[config.mk]
export PLATFORM = sky130hd
export DESIGN_NAME = brbs_ctrl
export DESIGN_NICKNAME = d
export VERILOG_FILES = /design/src/hw/rtl/brbs_pkg.sv /design/src/hw/rtl/brbs_ctrl.sv
export VERILOG_INCLUDE_DIRS = /design/src /design/src/hw/rtl
export SDC_FILE = /design/constraint.sdc
export NUM_CORES = 1
export LEC_CHECK = 0
export BUFFER_PORTS_ARGS = -buffer_cell sky130_fd_sc_hd__buf_4
export CORE_AREA = 5 5 42 44
export CTS_CLUSTER_DIAMETER = 150
export DETAILED_ROUTE_END_ITERATION = 12
export DIE_AREA = 0 0 47 49
export HOLD_SLACK_MARGIN = 0.05
export MAX_ROUTING_LAYER = met4
export PLACE_DENSITY = 0.54
export RECOVER_POWER = 100
export SYNTH_ARGS = -nofsm -noshare
export SYNTH_HDL_FRONTEND = slang
export SYNTH_SLANG_ARGS = --single-unit
export TNS_END_PERCENT = 1
[constraint.sdc]
create_clock -name clock -period 1.5 [get_ports clock]
set_input_delay 0.225 -clock clock [delete_from_list [all_inputs] [get_ports clock]]
set_output_delay 0.225 -clock clock [all_outputs]
set_load 0.1 [all_outputs]
[src/hw/rtl/assert_macros.svh]
// Assertion helpers shared by the RTL files.
`ifndef ASSERT_MACROS_SVH
`define ASSERT_MACROS_SVH

// Condition holds at every clock edge outside reset.
`define ASSERT_ALWAYS(label, clk, rst, cond, msg) \
   label: assert property (@(posedge clk) disable iff (rst) (cond)) else $error(msg);

// Consequent holds in the same cycle as the antecedent.
`define ASSERT_IMPLIES(label, clk, rst, ante, cons, msg) \
   label: assert property (@(posedge clk) disable iff (rst) (ante) |-> (cons)) else $error(msg);

// Consequent holds in the cycle after the antecedent.
`define ASSERT_NEXT(label, clk, rst, ante, cons, msg) \
   label: assert property (@(posedge clk) disable iff (rst) (ante) |=> (cons)) else $error(msg);

`endif

[src/hw/rtl/brbs_pkg.sv]
package brbs_pkg;

   localparam int CMD_W   = 4;
   localparam int LEN_W   = 12;
   localparam int BYTE_W  = 8;
   localparam int STAT_W  = 3;
   localparam int SPAN_W  = 2;
   localparam int CAP_W   = 13;
   localparam int CAP_MIN = 2;
   localparam int POS_MAX = 4096;

   typedef enum logic [CMD_W-1:0] {
      CMD_CLEAR       = 4'd0,
      CMD_WRITE_BEGIN = 4'd1,
      CMD_WRITE_BYTE  = 4'd2,
      CMD_READ        = 4'd3,
      CMD_PEEK        = 4'd4,
      CMD_MOVE_WRITE  = 4'd5,
      CMD_MOVE_READ   = 4'd6,
      CMD_WRITE_SPAN  = 4'd7,
      CMD_READ_SPAN   = 4'd8
   } cmd_type;

   typedef enum logic [STAT_W-1:0] {
      ST_OK         = 3'd0,
      ST_BAD_SIZE   = 3'd1,
      ST_RUN_LONG   = 3'd2,
      ST_WRITE_BUSY = 3'd3,
      ST_NO_WRITE   = 3'd4
   } status_type;

   typedef enum logic [2:0] {
      S_IDLE,
      S_EXEC,
      S_SPAN,
      S_RESP,
      S_SPAN_RESP,
      S_RD_ADDR,
      S_RD_DATA
   } state_type;

   typedef enum logic [1:0] {
      LD_SINGLE,
      LD_SPAN,
      LD_BYTE
   } load_sel_type;

   typedef struct packed {
      logic         capture;
      logic         exec;
      logic         span_step;
      logic         rd_issue;
      logic         out_load;
      load_sel_type out_sel;
   } ctl_cmd_type;

   typedef struct packed {
      logic run_go;
      logic span_go;
      logic out_free;
      logic run_last;
   } dp_stat_type;

endpackage

[src/hw/rtl/brbs_ctrl.sv]
`include "assert_macros.svh"

module brbs_ctrl (
   input  logic                  clock,
   input  logic                  reset,
   input  logic                  req_valid,
   output logic                  req_ready,
   output brbs_pkg::ctl_cmd_type cmd_o,
   input  brbs_pkg::dp_stat_type stat_i
);

   brbs_pkg::state_type state_ff;
   brbs_pkg::state_type state_in;

   always_ff @(posedge clock) begin
      if (reset) begin
         state_ff <= brbs_pkg::S_IDLE;
      end else begin
         state_ff <= state_in;
      end
   end

   always_comb begin
      state_in = state_ff;
      unique case (state_ff)
         brbs_pkg::S_IDLE: begin
            if (req_valid) state_in = brbs_pkg::S_EXEC;
         end
         brbs_pkg::S_EXEC: begin
            if (stat_i.run_go) begin
               state_in = brbs_pkg::S_RD_ADDR;
            end else if (stat_i.span_go) begin
               state_in = brbs_pkg::S_SPAN;
            end else begin
               state_in = brbs_pkg::S_RESP;
            end
         end
         brbs_pkg::S_SPAN: begin
            state_in = brbs_pkg::S_SPAN_RESP;
         end
         brbs_pkg::S_RESP, brbs_pkg::S_SPAN_RESP: begin
            if (stat_i.out_free) state_in = brbs_pkg::S_IDLE;
         end
         brbs_pkg::S_RD_ADDR: begin
            state_in = brbs_pkg::S_RD_DATA;
         end
         brbs_pkg::S_RD_DATA: begin
            // advance to the next byte, or end the run on the last, once this one is handed to the output
            if (stat_i.out_free) begin
               state_in = stat_i.run_last ? brbs_pkg::S_IDLE : brbs_pkg::S_RD_ADDR;
            end
         end
         default: state_in = brbs_pkg::S_IDLE;
      endcase
   end

   always_comb begin
      cmd_o     = '0;
      req_ready = 1'b0;
      unique case (state_ff)
         brbs_pkg::S_IDLE: begin
            // take no transfer while reset is held
            req_ready     = !reset;
            cmd_o.capture = req_valid && !reset;
         end
         brbs_pkg::S_EXEC: begin
            cmd_o.exec = 1'b1;
         end
         brbs_pkg::S_SPAN: begin
            cmd_o.span_step = 1'b1;
         end
         brbs_pkg::S_RESP: begin
            cmd_o.out_load = stat_i.out_free;
            cmd_o.out_sel  = brbs_pkg::LD_SINGLE;
         end
         brbs_pkg::S_SPAN_RESP: begin
            cmd_o.out_load = stat_i.out_free;
            cmd_o.out_sel  = brbs_pkg::LD_SPAN;
         end
         brbs_pkg::S_RD_ADDR: begin
            cmd_o.rd_issue = 1'b1;
         end
         brbs_pkg::S_RD_DATA: begin
            cmd_o.out_load = stat_i.out_free;
            cmd_o.out_sel  = brbs_pkg::LD_BYTE;
         end
         default: begin
            req_ready = 1'b0;
         end
      endcase
   end

   `ASSERT_IMPLIES(a_load_when_free, clock, reset, cmd_o.out_load, stat_i.out_free, "output load while the output register is full")
   `ASSERT_ALWAYS(a_go_exclusive, clock, reset, !(stat_i.run_go && stat_i.span_go), "read run and span query started together")
   `ASSERT_NEXT(a_run_issue, clock, reset, state_ff == brbs_pkg::S_EXEC && stat_i.run_go, cmd_o.rd_issue, "read run did not issue its first access")

endmodule

* Word-level counts from Yosys, hierarchy flattened *
Index checks and enable logic that the tools add are counted.

word-level totals
  flip-flop bits (word level) = 3
  logic and storage cells = 28
  output and inout port bits = 8
  input bits = 7

operators by class
  reductions and logical operators = 5
  multiplexer cells = 13
  eq/ne operators = 9

operators by type and width
  kind                number
  $pmux 3 s6          1
  $mux 3              5
  $eq 3x3->1 const B  3
  $pmux 3 s3          1
  $eq 3x2->1 const B  2
  $mux 1              6
  $ne 2x2->1 const B  3
  $eq 3x1->1 const B  1
  $logic_not 3->1     1
  $reduce_and 3->1    1
  $reduce_or 2->1     1
  $logic_and 1x1->1   1
  $logic_not 1->1     1

* Longest topological paths before layout *
  word-level depth = 4
  mapped depth = 4
  gate-level depth less buffers = 3

* Least setup slack after synthesis *
OpenSTA, ideal clock, no wires.

  path type = register to output
  start point = reg state_ff[0]
  end point = out cmd_o[6] (netlist bit)
  path slack = -1.915 ns
  buffers on the path = 1
  data arrival time = 3.190 ns
  required time = 1.275 ns
  cell stages (with the launch flop) = 4
  cell sequence = dfxtp_1 > buf_4 > nor4_2 > and2_1

RTL lines
  what                      RTL line         source
  start: declaration        brbs_ctrl.sv:12  brbs_pkg::state_type state_ff;
  start signal: assignment  brbs_ctrl.sv:17  state_ff <= brbs_pkg::S_IDLE;
  start signal: assignment  brbs_ctrl.sv:19  state_ff <= state_in;
  end: declaration          brbs_ctrl.sv:8   output brbs_pkg::ctl_cmd_type cmd_o,

==> results.cfg <==
[drt]
antenna_left = 0
vias_per_cell = 4.603
remaining_drc_errors = 0
vias = 359
first_iter_violations = 2
wl_per_cell_um = 11.17
routed_wirelength_um = 871
drt_pass1_iterations = 2

[power_and_ir_drop]
p_leak_nw = 0.2363
p_per_area_nw_per_um2 = 1428
vdd_drop_max_uv = 759.3

[setup_path]
path_class = flop to output port
crit_path_max_fanout = 5
worstPathArrival_ns = 1.22
worstSetupEndpointType = output port
critPathLaunchType = flop
cp.required_ns = 1.27

[cells_and_area]
layout.nets = 70
top_register = state_ff
diodes = 0
final.fill_count = 160
drive_above_1_share_pct = 46.77
syn_to_final_growth_pct = 68.75
reg_top3 = state_ff (3)
largest_reg_flops = 3

[timing]
setup_viol_count_final = 0
finalSetupTns_ns = 0
slew_violations = 0
rsz0062_at_grt = yes
final.setup_skew_ns = 0.001134
post-route-period-util_pct = 96.47
layout_min_cycle_time_ns = 1.447
setup_slack_ns = 0.05292
holdWs_ns = 0.2085
relSlewSlack_pct = 76.07
hold_viol = 0
tightest_slew_ns = 0.3557
fmax_mhz = 691.0

[yosys]
yosys-top-cells-area = dfxtp_1 19%, nor2b_1 7.8%, nor3b_1 7.0%
synth_seq_area_share_pct = 18.75
synth_cells = 43
yosys_most_used_dff = dfxtp_1
synth_common_cells = 4 x nor2_1, 4 x nor2b_1
yosys_warnings = 0
synth_top_area_share_pct = 18.75
synth_edf_count = 0
yosysTopAreaCell = dfxtp_1
ys_ff_latch = 3
syn_nets = 50
avgSynthCellArea_um2 = 7.449
ys_types = 25
async_reset_ff_share_pct = 0
syn_area_um2 = 320.3

[placed_design]
place.gp.congestion = 0.8445
io_buffers = 14
dpl.hpwl_um = 631.2
dpl_worst_slack_ns = 0.1559

[run]
maxCapViolCount = 0

[floorplanning]
die_area_um2 = 2303
num_io_pins = 15
die_width_um = 47
num_rows = 14
core-area_um2 = 1401
start_util_pct = 22.86
die_y_um = 49

[outcome]
status = finished clean

[global_routing]
grt_pass1_wl_mm = 1.566
overflow = 0
antenna_found_initial = 0
grtUsageTotal_pct = 9.452
grt_pass1_vias = 347
grt_max_degree = 19

[clock_network]
clk_pin_slew_worst_paths_ns = 0.04
cts_tree = built
cts_max_level = 1
cts_max_path_buffers = 2
numCtsBuffers = 3
ctsRootBufferMaster = clkbuf_4
cts.hold.buffers_added = 0
numClockSinks = 3
insertion_delay_ns = 0.23

[hold_path]
holdCritPathClass = input pin to flop
-- power by group --
group	switching, W	internal, W	leakage [nW]	total, W
clock	0.0000394	0.0000995	0.0150	0.000139
combinational	0.000327	0.000174	0.195	0.000501
sequential	0.0000322	0.000100	0.0264	0.000132
-- kinds of logic (layout without fill, tap and decap cells) --
kind of cell    after synthesis  after routing  share of synthesized area [%]
compound gates               12             12                          23.44
buf+inv                       5             24                          10.55
flops                         3              3                          18.75
simple gates                 23             23                          47.27
-- per-layer routing --
layer / GRT usage (%) / share of wire (%) / vias up
li1: - / - / 195
met1: 12.50 / 45 / 151
met2: 13.35 / 47 / 13
met3: 3.321 / 7.0 / 0
met4: 2.765 / 0 / 0
met5: - / 0 / -
-- what timing repair did --
| action | 4_1_cts | 5_1_grt |
|---|---|---|
| setup buffers | 1 | 0 |
| gates resized for setup | 8 | 7 |
| endpoints found under the setup margin | 5 | 8 |
| pin swaps | 1 | 2 |
-- through the flow --
stage	cells	area (um2)	util, %	total power [W]
2_1_floorplan	43	342.8	-	0.0005011
3_3_place_gp	73	460.4	32.86	0.0005890
3_5_place_dp	73	460.4	32.86	0.0005869
4_1_cts	78	521.8	37.23	0.0007693
5_1_grt	78	540.5	38.57	0.0008334
6_report	78	540.5	38.57	0.0007719
-- final cells by class --
class / instances / area, um2 / share of cell area, %
Clock buffer: 4 / 26.28 / 4.861
Inverter: 2 / 7.507 / 1.389
Multi-Input combinational cell: 35 / 247.7 / 45.83
Sequential cell: 3 / 68.82 / 12.73
Tap cell: 16 / 20.02 / 3.704
Timing Repair Buffer: 18 / 170.2 / 31.48
-- layout by cell type, fill, tap and decap left out --
cell      n
o21ai_1   1
clkbuf_4  3
buf_6     7
o21bai_1  1
buf_12    1
nor3b_1   2
and2_1    1
o21ai_0   3
and2_4    1
or3_1     1
a311oi_1  1
a21bo_2   1
or2_2     1
nor2b_4   1
dfxtp_2   1
and4bb_1  1
a31oi_1   1
nor2b_1   4
nor4_4    1
clkbuf_1  2
and3b_1   1
inv_1     2
a21oi_1   3
nor3b_2   1
nor2_1    4
dfxtp_4   2
a211oi_1  1
nor4_1    1
nand3b_1  1
buf_4     9
nand2_1   2
-- critical path: stages (launching register included) --
cell     delay, ns
dfxtp_4       0.34
buf_6         0.12
nor2b_4       0.12
a21oi_1       0.05
nor2_1        0.12
buf_6         0.24
-- final timing paths --
path	start	end	slack (ns)	cells after the start
hold / removal	reset	state_ff[1]	0.21	2
setup reg to reg	state_ff[0]	state_ff[0]	0.18	4
hold reg to reg	state_ff[1]	state_ff[2]	0.62	2
setup / recovery	state_ff[0]	cmd_o[2]	0.05	5
Note: power is estimated with default switching activity, not from simulation.
